--- src/sv/scef_ram.sv ---
`default_nettype none

module scef_ram #(
   parameter int WIDTH = 8,
   parameter int DEPTH = 16
) (
   input  wire logic                     clock,
   input  wire logic                     wr_en,
   input  wire logic [$clog2(DEPTH)-1:0] wr_addr,
   input  wire logic [WIDTH-1:0]         wr_data,
   input  wire logic                     rd_en,
   input  wire logic [$clog2(DEPTH)-1:0] rd_addr,
   output logic      [WIDTH-1:0]         rd_data
);

   logic [WIDTH-1:0] mem_ff [DEPTH];
   logic [WIDTH-1:0] rd_data_ff;

   always_ff @(posedge clock) begin
      if (wr_en) begin
         mem_ff[wr_addr] <= wr_data;
      end
      if (rd_en) begin
         rd_data_ff <= mem_ff[rd_addr];
      end
   end

   assign rd_data = rd_data_ff;

endmodule

`default_nettype wire

--- config.mk ---
export PLATFORM = sky130hd
export DESIGN_NAME = scef_ram
export DESIGN_NICKNAME = d
export VERILOG_FILES = /design/src/sv/scef_ram.sv
export SDC_FILE = /design/constraint.sdc
export NUM_CORES = 1
export LEC_CHECK = 0
export BUFFER_PORTS_ARGS = -buffer_cell sky130_fd_sc_hd__buf_2
export CAP_MARGIN = 5
export CORE_MARGIN = 2
export CORE_UTILIZATION = 43
export CTS_BUF_LIST = sky130_fd_sc_hd__clkbuf_8
export DETAILED_ROUTE_END_ITERATION = 12
export GPL_ROUTABILITY_DRIVEN = 0
export PLACE_DENSITY = 0.69
export SETUP_SLACK_MARGIN = 0.5
export SLEW_MARGIN = 20
export SYNTH_ARGS = -nofsm -noshare
export SYNTH_HDL_FRONTEND = slang
export SYNTH_SLANG_ARGS = --single-unit
--- constraint.sdc ---
create_clock -name clock -period 1.9 [get_ports clock]
set_input_delay 0.095 -clock clock [delete_from_list [all_inputs] [get_ports clock]]
set_output_delay 0.095 -clock clock [all_outputs]
set_load 0.02 [all_outputs]
==> results by group <==
Timing
  – Least-Margin Pin Slew: 0.5357 ns
  – Post-route worst setup slack: 0.4699 ns
  – Final period util: 75.27%
  – Final hold vios: 0
  – Final Skew: 0.01703 ns
  – Final Max Tran Viols: 0
  – Count of final setup violators: 0
  – Setup Total Neg Slack: 0 ns
  – Max-Slew Margin vs Limit: 64.28%
  – Tmin final: 1.430 ns
  – Unrepaired setup endpoints after global routing: yes
  – Fmax achieved: 0.6992 GHz

Floorplan
  – Die area: 0.01306 mm^2
  – I/O Pins: 27
  – Row count: 40
  – Core area: 0.01196 mm^2
  – Chip Width: 114.3 um
  – Die H: 114.3 um
  – Initial core utilization: 43.70%

Finish
  – Final net count: 307
  – Area grow syn2layout: 17.66%
  – Share of layout cells above drive strength 1: 40.53%
  – Final instance area: 0.006151 mm^2
  – Final Core Density: 51.42%
  – # fillers: 923
  – Non-filler instance count after layout: 449

Critical path
  – Critical path type: reg -> reg
  – Setup crit end kind: flip-flop
  – Worst r2r path cells: 3
  – FF-to-FF End: rd_data[6]
  – WP data required: 2.05 ns
  – Crit path DAT: 1.58 ns
  – R2r setup slk: 0.47 ns
  – Critical Path Start: mem_ff[11][6]
  – Max FO, Critical Path: 1
  – Worst setup path endpoint: rd_data[6]
  – Reg2reg start: mem_ff[11][6]
  – Critical path startpoint category: flip-flop

GRT
  – Overflow after GRT: 0
  – Gr usage total: 16.47%
  – Vias in the first global route: 2533
  – First-pass GRT wire length: 15.11 mm
  – Pin count of the biggest net entering global routing: 23
  – Initial antenna violation count: 1

Synth
  – Xor/xnor cell area share of the yosys netlist: 0%
  – Post-Synth Simple-Gate Area: 3.135%
  – Portion of netlist area occupied by mux cells: 14.79%
  – Main combinational cell family by area after synthesis: multiplexers
  – Mean post-synth cell area: 22.83 um^2
  – Syn nets: 248
  – Cell Area, Synth: 0.005228 mm^2
  – Yosys warns: 0
  – Unique cell type count in the Yosys netlist: 18
  – Mapped Cells: 229
  – Compound-Gate Fraction of Synth Area: 2.298%
  – Adder-cell share of the synthesized area: 0%
  – Post-synthesis register bit count: 136
  – Post-synthesis sequential area ratio: 78.12%

Placement
  – Inst Count DP: 415
  – Pre-CTS setup slack: 0.2063 ns
  – Port Buffers: 26
  – DP Area: 0.005658 mm^2
  – Post-DP HPWL: 6.343 mm

Route
  – Routed wire length: 9.889 mm
  – DRC viols: 0
  – Drt first pass iters: 5
  – Vias: 2456
  – DRT iter0 DRCs: 135
  – Antenna viol nets, final: 0
  – Wire per inst: 22.02 um
  – Vias/cell: 5.470

Clock tree
  – TritonCTS Sinks: 136
  – Clk Latency, worst-skew pair: 0.42 ns
  – Clk buf depth: 2
  – Reg clk slew, reported paths: 0.07 ns
  – H-tree levels: 4
  – CTS tree: done
  – # Post-CTS Setup Buffers: 0
  – Clock root buffer: clkbuf_8
  – TritonCTS Buffers: 17

Power and ir drop
  – Max VDD drop: 0.0005430 V
  – Power Density: 1032 mW/mm^2
  – Leakage Power: 0.002021 uW

Hold path
  – Hold path cells: 1
  – Worst hold path type: in -> reg

Run
  – Max cap viols: 0

Run status
  – Status: completed
-- cells in the mapped netlist --
cell type	instances	area, um^2
edfxtp_1	136	4084
mux4_2	18	405.4
a22oi_1	16	120.1
mux4_1	14	367.9
nor2_1	13	48.80
nand2_1	9	33.78
nor3_1	4	20.02
buf_2	3	15.01
buf_6	3	33.78
clkdlybuf4s25_2	3	30.03
nand2b_1	2	12.51
nand3b_1	2	15.01
and2_1	1	6.260
and2b_1	1	7.510
buf_4	1	7.510
nand3_1	1	5.000
nor2b_1	1	6.260
or3b_2	1	8.760
-- routing by layer --
layer	wire length, um	share of wire [%]	track usage (%)
met1	4450	45	22.99
met2	4801	49	25.44
met3	561	5.7	5.029
met4	75	0.76	4.715
met5	0	0	0
-- final cells by class --
| cell class | count | area (um^2) | share of cell area (%) |
|---|---|---|---|
| flip-flops and latches | 136 | 4084 | 66.40 |
| multi-input cells | 83 | 1100 | 17.88 |
| repair buffers | 50 | 337.8 | 5.492 |
| clock buffers | 17 | 234.0 | 3.804 |
| clock inverters | 15 | 209.0 | 3.397 |
| well taps | 147 | 183.9 | 2.990 |
| diodes | 1 | 2.502 | 0.04068 |
-- how the worst min path moves through the flow --
stage | endpoint | start | slack [ns]
after floorplan | mem_ff[0][0] | wr_data[0] | 0.19
after global placement | rd_data[7] | rd_en | 0.44
after detailed placement | rd_data[2] | rd_en | 0.45
after CTS | mem_ff[7][6] | wr_data[6] | 0.04
after global routing | mem_ff[3][6] | wr_data[6] | 0.05
final | mem_ff[5][7] | wr_data[7] | 0.06
-- registers in the layout, indices dropped and copies added, names as in the netlist --
register / flops
mem_ff: 128
rd_data: 8
-- per-stage QoR --
| step | hold WS, ns | power (uW) |
|---|---|---|
| floorplan | 0.1939 | 3645 |
| global placement | 0.4376 | 3784 |
| detailed placement | 0.4519 | 3799 |
| CTS | 0.04376 | 6391 |
| global route | 0.05449 | 6557 |
| finish | 0.06066 | 6348 |
-- cells by family after synthesis --
kind of cell / after synthesis
muxes: 32
buffers and inverters: 10
AOI/OAI and AO/OA: 16
DFF: 136
and+or+nand+nor: 35
-- layout by cell type (no fill, tap or decap), types with 2 or more instances in the layout --
cell	netlist	routed
nor3_1	4	3
nor2_1	13	13
nand2_2	0	2
mux4_2	18	28
clkinvlp_4	0	3
buf_4	1	21
clkinv_4	0	2
a22oi_1	16	2
a22oi_2	0	14
clkbuf_8	0	17
clkinv_1	0	4
nand3b_1	2	2
bufinv_16	0	5
buf_2	3	26
nand2_1	9	7
nand2b_1	2	2
edfxtp_1	136	136
buf_12	0	2
mux4_1	14	4
-- what timing repair did --
item                                    in CTS  in global routing
hold buffers                                 1                  0
pin swaps                                    8                  7
endpoints found under the setup margin       8                  8
gates resized for setup                     19                  7
hold endpoints to repair                     1                  0
-- power by group --
group | total [uW] | internal [uW] | switching [uW]
clock network | 2590 | 1540 | 1050
registers | 3390 | 3380 | 15.3
logic | 363 | 152 | 211
total | 6350 | 5070 | 1280
-- worst max-delay path: stages (launching register included) --
cell and delay (ns):
edfxtp_1 0.35, mux4_2 0.49, a22oi_2 0.22, nand2_2 0.10
No activity file was read; power rests on OpenSTA's default activity.
