[src/sv/scef_pkg.sv]
`default_nettype none

package scef_pkg;

   localparam int KIND_W     = 2;
   localparam int POSITION_W = 12;
   localparam int COLUMN_W   = 11;
   localparam int ROW_W      = 10;
   localparam int OFFSET_W   = 13;
   localparam int VALUE_W    = 64;

   localparam int MAX_COLUMNS_DEF = 1024;
   localparam int MAX_ENTRIES_DEF = 4096;

   typedef enum logic [KIND_W-1:0] {
      KIND_COL_START = 2'd0,
      KIND_ENTRY     = 2'd1,
      KIND_LOOKUP    = 2'd2
   } kind_type;

   typedef enum logic [2:0] {
      ST_IDLE,
      ST_COL_LO,
      ST_COL_HI,
      ST_SCAN,
      ST_RESP
   } state_type;

   typedef struct packed {
      logic [ROW_W-1:0]   row;
      logic [VALUE_W-1:0] value;
   } entry_type;

endpackage

`default_nettype wire

[src/sv/scef_if.sv]
`default_nettype none

interface scef_req_if;
   import scef_pkg::*;

   logic                  valid;
   logic                  ready;
   logic [KIND_W-1:0]     kind;
   logic [POSITION_W-1:0] position;
   logic [COLUMN_W-1:0]   column;
   logic [ROW_W-1:0]      row;
   logic [OFFSET_W-1:0]   start_offset;
   logic [VALUE_W-1:0]    entry_bits;

   modport source (output valid, kind, position, column, row, start_offset, entry_bits,
                   input ready);
   modport sink   (input valid, kind, position, column, row, start_offset, entry_bits,
                   output ready);
endinterface

interface scef_rsp_if;
   import scef_pkg::*;

   logic               valid;
   logic               ready;
   logic [VALUE_W-1:0] element_bits;
   logic               found;

   modport source (output valid, element_bits, found, input ready);
   modport sink   (input valid, element_bits, found, output ready);
endinterface

`default_nettype wire

[src/sv/scef_ctrl.sv]
`default_nettype none

module scef_ctrl #(
   parameter int MAX_COLUMNS = scef_pkg::MAX_COLUMNS_DEF,
   parameter int MAX_ENTRIES = scef_pkg::MAX_ENTRIES_DEF
) (
   input  wire logic                                 clock,
   input  wire logic                                 reset,
   scef_req_if.sink                                  req,
   scef_rsp_if.source                                rsp,
   output logic                                      col_wr_en,
   output logic [$clog2(MAX_COLUMNS+1)-1:0]          col_wr_addr,
   output logic [scef_pkg::OFFSET_W-1:0]             col_wr_data,
   output logic                                      col_rd_en,
   output logic [$clog2(MAX_COLUMNS+1)-1:0]          col_rd_addr,
   input  wire logic [scef_pkg::OFFSET_W-1:0]        col_rd_data,
   output logic                                      ent_wr_en,
   output logic [$clog2(MAX_ENTRIES)-1:0]            ent_wr_addr,
   output scef_pkg::entry_type                       ent_wr_data,
   output logic                                      ent_rd_en,
   output logic [$clog2(MAX_ENTRIES)-1:0]            ent_rd_addr,
   input  wire scef_pkg::entry_type                  ent_rd_data
);
   import scef_pkg::*;

   localparam int CA_W = $clog2(MAX_COLUMNS + 1);
   localparam int EA_W = $clog2(MAX_ENTRIES);
   localparam int SL_W = $clog2(MAX_ENTRIES + 1);

   state_type          state_ff, state_in;
   logic [CA_W-1:0]    col_ff, col_in;
   logic [ROW_W-1:0]   row_ff, row_in;
   logic [SL_W-1:0]    k_ff, k_in;
   logic [SL_W-1:0]    last_ff, last_in;
   logic [VALUE_W-1:0] res_value_ff, res_value_in;
   logic               res_found_ff, res_found_in;
   logic               rsp_valid_ff, rsp_valid_in;
   logic [VALUE_W-1:0] rsp_value_ff, rsp_value_in;
   logic               rsp_found_ff, rsp_found_in;

   logic [31:0]        col_wide;
   logic [31:0]        col_next_wide;
   logic [31:0]        pos_wide;
   logic [31:0]        bound_wide;
   logic [SL_W-1:0]    bound_slot;
   logic [SL_W-1:0]    k_next;
   logic               rsp_free;

   assign col_wide      = 32'(req.column);
   assign col_next_wide = 32'(col_ff) + 32'd1;
   assign pos_wide      = 32'(req.position);
   assign bound_wide    = (32'(col_rd_data) > 32'(MAX_ENTRIES)) ? 32'(MAX_ENTRIES)
                                                                 : 32'(col_rd_data);
   assign bound_slot    = bound_wide[SL_W-1:0];
   assign k_next        = k_ff + SL_W'(1);
   assign rsp_free      = !rsp_valid_ff || rsp.ready;

   always_comb begin
      state_in     = state_ff;
      col_in       = col_ff;
      row_in       = row_ff;
      k_in         = k_ff;
      last_in      = last_ff;
      res_value_in = res_value_ff;
      res_found_in = res_found_ff;
      rsp_valid_in = rsp_valid_ff && !rsp.ready;
      rsp_value_in = rsp_value_ff;
      rsp_found_in = rsp_found_ff;
      col_wr_en    = 1'b0;
      col_wr_addr  = col_wide[CA_W-1:0];
      col_wr_data  = req.start_offset;
      col_rd_en    = 1'b0;
      col_rd_addr  = col_wide[CA_W-1:0];
      ent_wr_en    = 1'b0;
      ent_wr_addr  = pos_wide[EA_W-1:0];
      ent_wr_data  = '{row: req.row, value: req.entry_bits};
      ent_rd_en    = 1'b0;
      ent_rd_addr  = k_ff[EA_W-1:0];
      req.ready    = 1'b0;

      unique case (state_ff)
         ST_IDLE: begin
            req.ready = 1'b1;
            if (req.valid) begin
               unique case (kind_type'(req.kind))
                  KIND_COL_START: begin
                     col_wr_en = (col_wide <= 32'(MAX_COLUMNS));
                  end
                  KIND_ENTRY: begin
                     ent_wr_en = (pos_wide < 32'(MAX_ENTRIES));
                  end
                  KIND_LOOKUP: begin
                     row_in       = req.row;
                     col_in       = col_wide[CA_W-1:0];
                     res_value_in = '0;
                     res_found_in = 1'b0;
                     if (col_wide < 32'(MAX_COLUMNS)) begin
                        col_rd_en = 1'b1;
                        state_in  = ST_COL_LO;
                     end else begin
                        state_in  = ST_RESP;
                     end
                  end
                  default: begin
                  end
               endcase
            end
         end
         ST_COL_LO: begin
            k_in        = bound_slot;
            col_rd_en   = 1'b1;
            col_rd_addr = col_next_wide[CA_W-1:0];
            state_in    = ST_COL_HI;
         end
         ST_COL_HI: begin
            last_in = bound_slot;
            if (k_ff >= bound_slot) begin
               state_in = ST_RESP;
            end else begin
               ent_rd_en = 1'b1;
               state_in  = ST_SCAN;
            end
         end
         ST_SCAN: begin
            if (ent_rd_data.row == row_ff) begin
               res_value_in = ent_rd_data.value;
               res_found_in = 1'b1;
               state_in     = ST_RESP;
            end else if (ent_rd_data.row > row_ff || k_next >= last_ff) begin
               state_in = ST_RESP;
            end else begin
               k_in        = k_next;
               ent_rd_en   = 1'b1;
               ent_rd_addr = k_next[EA_W-1:0];
            end
         end
         ST_RESP: begin
            if (rsp_free) begin
               rsp_valid_in = 1'b1;
               rsp_value_in = res_value_ff;
               rsp_found_in = res_found_ff;
               state_in     = ST_IDLE;
            end
         end
         default: begin
            state_in = ST_IDLE;
         end
      endcase
   end

   always_ff @(posedge clock) begin
      if (reset) begin
         state_ff     <= ST_IDLE;
         rsp_valid_ff <= 1'b0;
      end else begin
         state_ff     <= state_in;
         rsp_valid_ff <= rsp_valid_in;
      end
      col_ff       <= col_in;
      row_ff       <= row_in;
      k_ff         <= k_in;
      last_ff      <= last_in;
      res_value_ff <= res_value_in;
      res_found_ff <= res_found_in;
      rsp_value_ff <= rsp_value_in;
      rsp_found_ff <= rsp_found_in;
   end

   assign rsp.valid        = rsp_valid_ff;
   assign rsp.element_bits = rsp_value_ff;
   assign rsp.found        = rsp_found_ff;

endmodule

`default_nettype wire

[src/flat_wrapper.sv]
// flat-port wrapper written by rule: the top's interface ports become plain ports
module scef_ctrl_flat import scef_pkg::*;
#(
   parameter int MAX_COLUMNS = scef_pkg::MAX_COLUMNS_DEF,
   parameter int MAX_ENTRIES = scef_pkg::MAX_ENTRIES_DEF
)
  (clock, reset, col_wr_en, col_wr_addr, col_wr_data, col_rd_en, col_rd_addr, col_rd_data, ent_wr_en, ent_wr_addr, ent_wr_data, ent_rd_en, ent_rd_addr, ent_rd_data, req_valid, req_kind, req_position, req_column, req_row, req_start_offset, req_entry_bits, req_ready, rsp_valid, rsp_element_bits, rsp_found, rsp_ready);
  scef_req_if req_i ();
  scef_rsp_if rsp_i ();
  input  wire logic clock;
  input  wire logic reset;
  output logic col_wr_en;
  output logic [$clog2(MAX_COLUMNS+1)-1:0] col_wr_addr;
  output logic [scef_pkg::OFFSET_W-1:0] col_wr_data;
  output logic col_rd_en;
  output logic [$clog2(MAX_COLUMNS+1)-1:0] col_rd_addr;
  input  wire logic [scef_pkg::OFFSET_W-1:0] col_rd_data;
  output logic ent_wr_en;
  output logic [$clog2(MAX_ENTRIES)-1:0] ent_wr_addr;
  output scef_pkg::entry_type ent_wr_data;
  output logic ent_rd_en;
  output logic [$clog2(MAX_ENTRIES)-1:0] ent_rd_addr;
  input  wire scef_pkg::entry_type ent_rd_data;
  input wire logic [$bits(req_i.valid)-1:0] req_valid;
  input wire logic [$bits(req_i.kind)-1:0] req_kind;
  input wire logic [$bits(req_i.position)-1:0] req_position;
  input wire logic [$bits(req_i.column)-1:0] req_column;
  input wire logic [$bits(req_i.row)-1:0] req_row;
  input wire logic [$bits(req_i.start_offset)-1:0] req_start_offset;
  input wire logic [$bits(req_i.entry_bits)-1:0] req_entry_bits;
  output wire logic [$bits(req_i.ready)-1:0] req_ready;
  output wire logic [$bits(rsp_i.valid)-1:0] rsp_valid;
  output wire logic [$bits(rsp_i.element_bits)-1:0] rsp_element_bits;
  output wire logic [$bits(rsp_i.found)-1:0] rsp_found;
  input wire logic [$bits(rsp_i.ready)-1:0] rsp_ready;
  assign req_i.valid = req_valid;
  assign req_i.kind = req_kind;
  assign req_i.position = req_position;
  assign req_i.column = req_column;
  assign req_i.row = req_row;
  assign req_i.start_offset = req_start_offset;
  assign req_i.entry_bits = req_entry_bits;
  assign req_ready = req_i.ready;
  assign rsp_valid = rsp_i.valid;
  assign rsp_element_bits = rsp_i.element_bits;
  assign rsp_found = rsp_i.found;
  assign rsp_i.ready = rsp_ready;
  scef_ctrl #(.MAX_COLUMNS(MAX_COLUMNS), .MAX_ENTRIES(MAX_ENTRIES)) u_core (.clock(clock), .reset(reset), .req(req_i), .rsp(rsp_i), .col_wr_en(col_wr_en), .col_wr_addr(col_wr_addr), .col_wr_data(col_wr_data), .col_rd_en(col_rd_en), .col_rd_addr(col_rd_addr), .col_rd_data(col_rd_data), .ent_wr_en(ent_wr_en), .ent_wr_addr(ent_wr_addr), .ent_wr_data(ent_wr_data), .ent_rd_en(ent_rd_en), .ent_rd_addr(ent_rd_addr), .ent_rd_data(ent_rd_data));
endmodule
[config.mk]
export PLATFORM = sky130hd
export DESIGN_NAME = scef_ctrl_flat
export DESIGN_NICKNAME = d
export VERILOG_FILES = /design/src/sv/scef_pkg.sv /design/src/sv/scef_if.sv /design/src/sv/scef_ctrl.sv /design/src/flat_wrapper.sv
export SDC_FILE = /design/constraint.sdc
export NUM_CORES = 1
export LEC_CHECK = 0
export BUFFER_PORTS_ARGS = -buffer_cell sky130_fd_sc_hd__clkbuf_2
export CORE_AREA = 2 2 159 161
export DETAILED_ROUTE_END_ITERATION = 8
export DIE_AREA = 0 0 161 163
export PLACE_DENSITY = 0.63
export SYNTH_ARGS = -nofsm -noshare
export SYNTH_HDL_FRONTEND = slang
export SYNTH_SLANG_ARGS = --single-unit
[constraint.sdc]
create_clock -name clock -period 5.2 [get_ports clock]
set_clock_uncertainty 0.2 [all_clocks]
set_input_delay 1.04 -clock clock [delete_from_list [all_inputs] [get_ports clock]]
set_output_delay 1.04 -clock clock [all_outputs]
set_load 0.02 [all_outputs]
==> impl_metrics.ini, run 1 <==
[outcome]
status = finished, final reports clean

[sta]
slew_viol_final = 0
timing.fmax_mhz = 198.2
fin_setup_tns_ps = 0
worstMarginPinSlew_ps = 874.8
final_hold_viol_count = 0
slew_headroom_pct = 41.68
fin_crit_sh_pct = 97.03
fin_crit_ps = 5045
finalSetupViolCount = 0

[placement]
dp_cells = 1103
dpl_cell_area_um2 = 9313
io_buffers = 228
routabilityCongestion = 0.7943
hpwl_um = 14120

[yosys]
synth_common_cells = edfxtp_1, buf_4, and2_1
ys_async_sr_fraction_pct = 0
synth_most_common_cell = edfxtp_1
synth_edf_count = 177
synth.area.top_cells = edfxtp_1, buf_4, ha_1
yosysSeqAreaShare_pct = 63.01
synthCells = 660
yosys.area.top_type_share_pct = 62.08
ys_warn_count = 0
synth_fp_nets = 901
synthDistinctLibCells = 41
synth_seq_cells = 181
syn_area_per_cell_um2 = 12.97
synth_area_um2 = 8562
synth_ff_type = edfxtp_1
yosys.area.top_type = edfxtp_1

[die]
dieArea_um2 = 26240
start_util_pct = 34.70
fp.dieW_um = 161
ioPinCount = 407
core_um2 = 24670
fp-row-count = 58
fp.dieH_um = 163

[pwr]
p_sw_share_pct = 25.99
pwr-share-comb_pct = 8.9
p_leak_nw = 4.253
p_total_mw = 3.241
pwr-share-seq_pct = 51.3
vdd_drop_max_uv = 179.5
power.density_nw_per_um2 = 324.6
pwr-share-clk_pct = 39.8
p_sw_mw = 0.8423
internal-power_mw = 2.399

[clocking]
clkLatencyLatePin_ps = 420
clk_pin_slew_ps = 80
cts_tree = yes
cts.sink_count = 181
h-tree-depth = 4
cts-root-buf = clkbuf_16
numCtsBuffers = 17
ctsHoldBuffers = 0
cts_buffer_depth = 2

[global_routing]
grt_pass1_vias = 4944
grt_overflow = 0
grt_use_total_pct = 14.36
grt_antenna_before_repair = 1
grt_first_pass_wirelength_um = 28200
grt_start_max_net_pins = 89

[layout]
final_nets = 1038
nFillCells = 2402
finalInstanceArea_um2 = 9985
syn2layout_area_growth_pct = 16.62
seq_area_um2 = 5395
multiInputGateArea_um2 = 2181
drive_gt1_share_pct = 35.80
antennaDiodeCount = 0
fin_cells = 1140
fin_util_pct = 40.47

[setup_path]
crit_buf_inv = 2
endpoint_kind = output pin
cp_max_fo = 7
critPathSlowestCell = nor4b_4
slowest_delay_ps = 450
worstPathArrival_ps = 3810
critical_path_class = reg2out
reg2reg_slack_ps = 1230
start_kind = register
cp_cell_sequence = buf_4 -> and3_1 -> and4_2 -> and3_1 -> and3_1 -> xor2_2 -> ha_1 -> nand4_1 -> o22ai_1 -> nor4b_4 -> nand2_4 -> mux2_1 -> clkbuf_2
required_ps = 3960
cp_top_family = simple AND/OR/NAND/NOR gates
path_common_cell = and3_1

[route]
route.detailed.drc = 0
drt-total-wl_um = 19060
routed_via_density = 4.518
post_drt_wl_per_cell_um = 16.71
vias = 5150
drt_iter0_drc = 325
route.antenna.remaining_nets = 0
firstDrtPassIters = 4

[hold_path]
min_path_type = reg2reg

[job]
cap_violations = 0
-- cells in the final DEF, fill, tap and decap left out, types with 14 or more instances in the layout --
cell       count
clkbuf_2     226
clkbuf_16     17
inv_1         37
nand2_1       56
edfxtp_1     177
o21ai_0       24
a21oi_1       14
ha_1          37
xnor2_1       18
nand3_1       16
and2_1        65
buf_4         14
-- cells by family after synthesis --
kind of cell               after synthesis  synth area share [%]
adders and majority gates               38                 5.553
AOI/OAI and AO/OA                       60                 4.282
buffers and inverters                  163                 12.01
xor gates and xnor gates                31                 3.171
muxes                                    3                0.3945
and+or+nand+nor                        184                 11.57
DFF                                    181                 63.01
-- worst paths after layout --
path	to	cells after the start	from
min	u_core.rsp.element_bits[7]	0	u_core.res_value_ff[7]
max	ent_rd_addr[1]	13	u_core.k_ff[0]
max reg2reg	u_core.k_ff[5]	12	u_core.k_ff[0]
min reg2reg	u_core.rsp.element_bits[7]	0	u_core.res_value_ff[7]
-- worst register-to-register path, cell delays in order (launching register included) --
cell      delay (ps)
edfxtp_1         440
buf_4            170
and3_1           170
and4_2           280
and3_1           220
and3_1           230
xor2_2           160
ha_1             310
nand4_1          150
o22ai_1          140
nor4b_4          450
nand2_4          170
nand2_1          540
-- what timing repair did --
item                                    in CTS  in global routing
endpoints found under the setup margin       7                 13
buffers inserted                             3                  2
pin swaps                                    0                  2
gates resized for setup                      0                 10
-- through the flow --
| stage | hold slack (ps) | setup slack (ps) |
|---|---|---|
| final | 214.1 | 154.5 |
| after global routing | 217.3 | -30.42 |
| after CTS | 219.7 | 15.08 |
| after detailed placement | 204.5 | 423.1 |
| after global placement | 200.1 | 551.4 |
| after floorplan | 200.3 | 951.4 |
-- power groups by stage --
| stage | combinational (mW) | sequential, mW | clock (mW) |
|---|---|---|---|
| global route | 0.320 | 1.67 | 1.39 |
| global placement | 0.289 | 1.69 | 0 |
| detailed placement | 0.291 | 1.70 | 0 |
| CTS | 0.294 | 1.66 | 1.33 |
| finish | 0.290 | 1.66 | 1.29 |
| floorplan | 0.243 | 1.72 | 0 |
-- layer usage --
layer | part of all wire (%) | global-route usage (%) | vias up | wire length, um
li1 | - | - | 2467 | -
met1 | 45 | 19.28 | 2411 | 8554
met2 | 45 | 21.36 | 257 | 8486
met3 | 9.5 | 6.010 | 13 | 1817
met4 | 0.96 | 4.018 | 2 | 183
met5 | 0.068 | 0 | - | 13
-- state kept, by name, indices dropped and copies added, names as in the netlist --
name	count
u_core.res_value_ff	64
u_core.rsp.element_bits	64
u_core.k_ff	13
u_core.last_ff	13
u_core.col_ff	11
u_core.row_ff	10
u_core.state_ff	3
u_core.res_found_ff	1
u_core.rsp.found	1
u_core.rsp.valid	1
-- layout make-up --
| class | instances | area share (%) |
|---|---|---|
| multi-input combinational | 316 | 21.84 |
| timing repair buffer | 243 | 12.59 |
| clock buffer | 17 | 4.261 |
| sequential | 181 | 54.04 |
| clock inverter | 15 | 1.704 |
| inverter | 38 | 1.429 |
| tap | 330 | 4.135 |
Note: power is estimated with default switching activity, not from simulation.
==> run 2: changes to the inputs <==
Settings changed: CORE_AREA 2 2 159 161 to 2 2 160 162, DIE_AREA 0 0 161 163 to 0 0 162 164, PLACE_DENSITY 0.63 to 0.62.
==> impl_metrics.ini, run 2 (same netlist as run 1, synthesis figures left out) <==
[clocking]
ctsHoldBuffers = 0
cts_tree = yes
cts.sink_count = 181
numCtsBuffers = 17
clkLatencyLatePin_ps = 420
cts_buffer_depth = 2
h-tree-depth = 4
clk_pin_slew_ps = 80
cts-root-buf = clkbuf_16

[pwr]
power.density_nw_per_um2 = 325.8
vdd_drop_max_uv = 168.8
p_leak_nw = 4.256

[die]
ioPinCount = 407
start_util_pct = 34.50
dieArea_um2 = 26570
fp.dieH_um = 164
fp.dieW_um = 162
core_um2 = 24820
fp-row-count = 58

[route]
routed_via_density = 4.554
route.detailed.drc = 0
firstDrtPassIters = 4
drt_iter0_drc = 263
post_drt_wl_per_cell_um = 17.05
vias = 5196
route.antenna.remaining_nets = 0
drt-total-wl_um = 19450

[global_routing]
grt_start_max_net_pins = 89
grt_pass1_vias = 5000
grt_overflow = 0
grt_first_pass_wirelength_um = 28470
grt_use_total_pct = 14.38
grt_antenna_before_repair = 0

[layout]
final_nets = 1039
mostFrequentLayoutCells = clkbuf_2, edfxtp_1, and2_1, nand2_1
syn2layout_area_growth_pct = 16.98
finalInstanceArea_um2 = 10020
drive_gt1_share_pct = 36.13
final_common_cell = clkbuf_2
antennaDiodeCount = 0
fin_util_pct = 40.36

[job]
cap_violations = 0

[sta]
fin_crit_sh_pct = 95.14
fin_crit_ps = 4947
finalSetupViolCount = 0
worstMarginPinSlew_ps = 856.5
timing.fmax_mhz = 202.1
slew_viol_final = 0
final_hold_viol_count = 0
setup_slack_ps = 252.6
slew_headroom_pct = 42.46

[setup_path]
start_kind = register
endpoint_kind = output pin
reg2reg_slack_ps = 1350
cp_cell_sequence = and3_4 -> and4_4 -> and3_4 -> and3_4 -> xor2_2 -> ha_1 -> a21oi_1 -> a21boi_1 -> nor4b_4 -> buf_4 -> buf_4 -> nand3_1 -> xnor2_1 -> clkbuf_2
critPathSlowestCell = edfxtp_1
cp_max_fo = 7
critical_path_class = reg2out
reg2reg_from = u_core.k_ff[0]
setup.worst_path.start = u_core.k_ff[0]
slowest_delay_ps = 520
required_ps = 3960
path_common_cell = and3_4
worstPathArrival_ps = 3710

[outcome]
status = finished, final reports clean

[placement]
pre_cts_slack_ps = 374.9
io_buffers = 228
routabilityCongestion = 0.8223
dpl_cell_area_um2 = 9318
hpwl_um = 14340

[hold_path]
hp-start = u_core.res_value_ff[24]
min_path_type = reg2reg
run 2: cell types whose count changed in the layout (fill, tap and decap cells not counted), sizes merged:
cell	delta
clkinv	-1
inv	+2
clkinvlp	-1
clkbuf	+1
run 2: layout make-up:
| cell class | count | area [um^2] |
|---|---|---|
| fillers | 2445 | 14800 |
| flip-flops and latches | 181 | 5395 |
| inverters | 38 | 142.6 |
| repair buffers | 244 | 1276 |
| well taps | 330 | 412.9 |
| clock buffers | 17 | 425.4 |
| clock inverters | 15 | 168.9 |
| multi-input cells | 316 | 2195 |
run 2: repair_timing:
item / 4_1_cts / 5_1_grt
gates cloned: 0 / 0
endpoints found under the setup margin: 3 / 12
pin swaps: 1 / 4
setup buffers: 3 / 4
gates resized for setup: 0 / 13
run 2: where the power goes:
group          total [mW]  internal, mW  switching, mW
Combinational       0.291         0.105          0.186
Clock                1.31         0.656          0.654
Sequential           1.66          1.64         0.0200
Total                3.26          2.40          0.860
run 2: metrics by stage:
stage	hold WS, ps	setup TNS, ps	power [mW]	instances
3_5_place_dp	204.5	0	1.987	1102
4_1_cts	215.8	0	3.303	1137
3_3_place_gp	201.5	0	1.984	1102
6_report	216.1	0	3.263	1141
2_1_floorplan	200.3	0	1.961	660
5_1_grt	220.9	-3.650	3.393	1141
run 2: worst paths after layout:
| check | end | depth (start not counted) |
|---|---|---|
| min | u_core.rsp.element_bits[24] | 0 |
| max | ent_rd_addr[11] | 14 |
| min reg2reg | u_core.rsp.element_bits[24] | 0 |
| max reg2reg | u_core.k_ff[12] | 11 |
run 2: routing by layer:
metal / GRT usage (%) / vias to the layer above / wire length [um]
met4: 3.821 / 0 / 156
met1: 19.46 / 2453 / 9009
met3: 5.328 / 11 / 1713
met2: 21.84 / 249 / 8575
met5: 0 / - / 0
li1: - / 2483 / -
run 2: worst max-delay path: cells and delay by family (launching register included):
kind                       cells  cell delay [ps]
AOI/OAI and AO/OA              2              290
xor gates and xnor gates       2              320
adders and majority gates      1              280
buffers and inverters          3              500
DFF                            1              520
and+or+nand+nor                6             1370
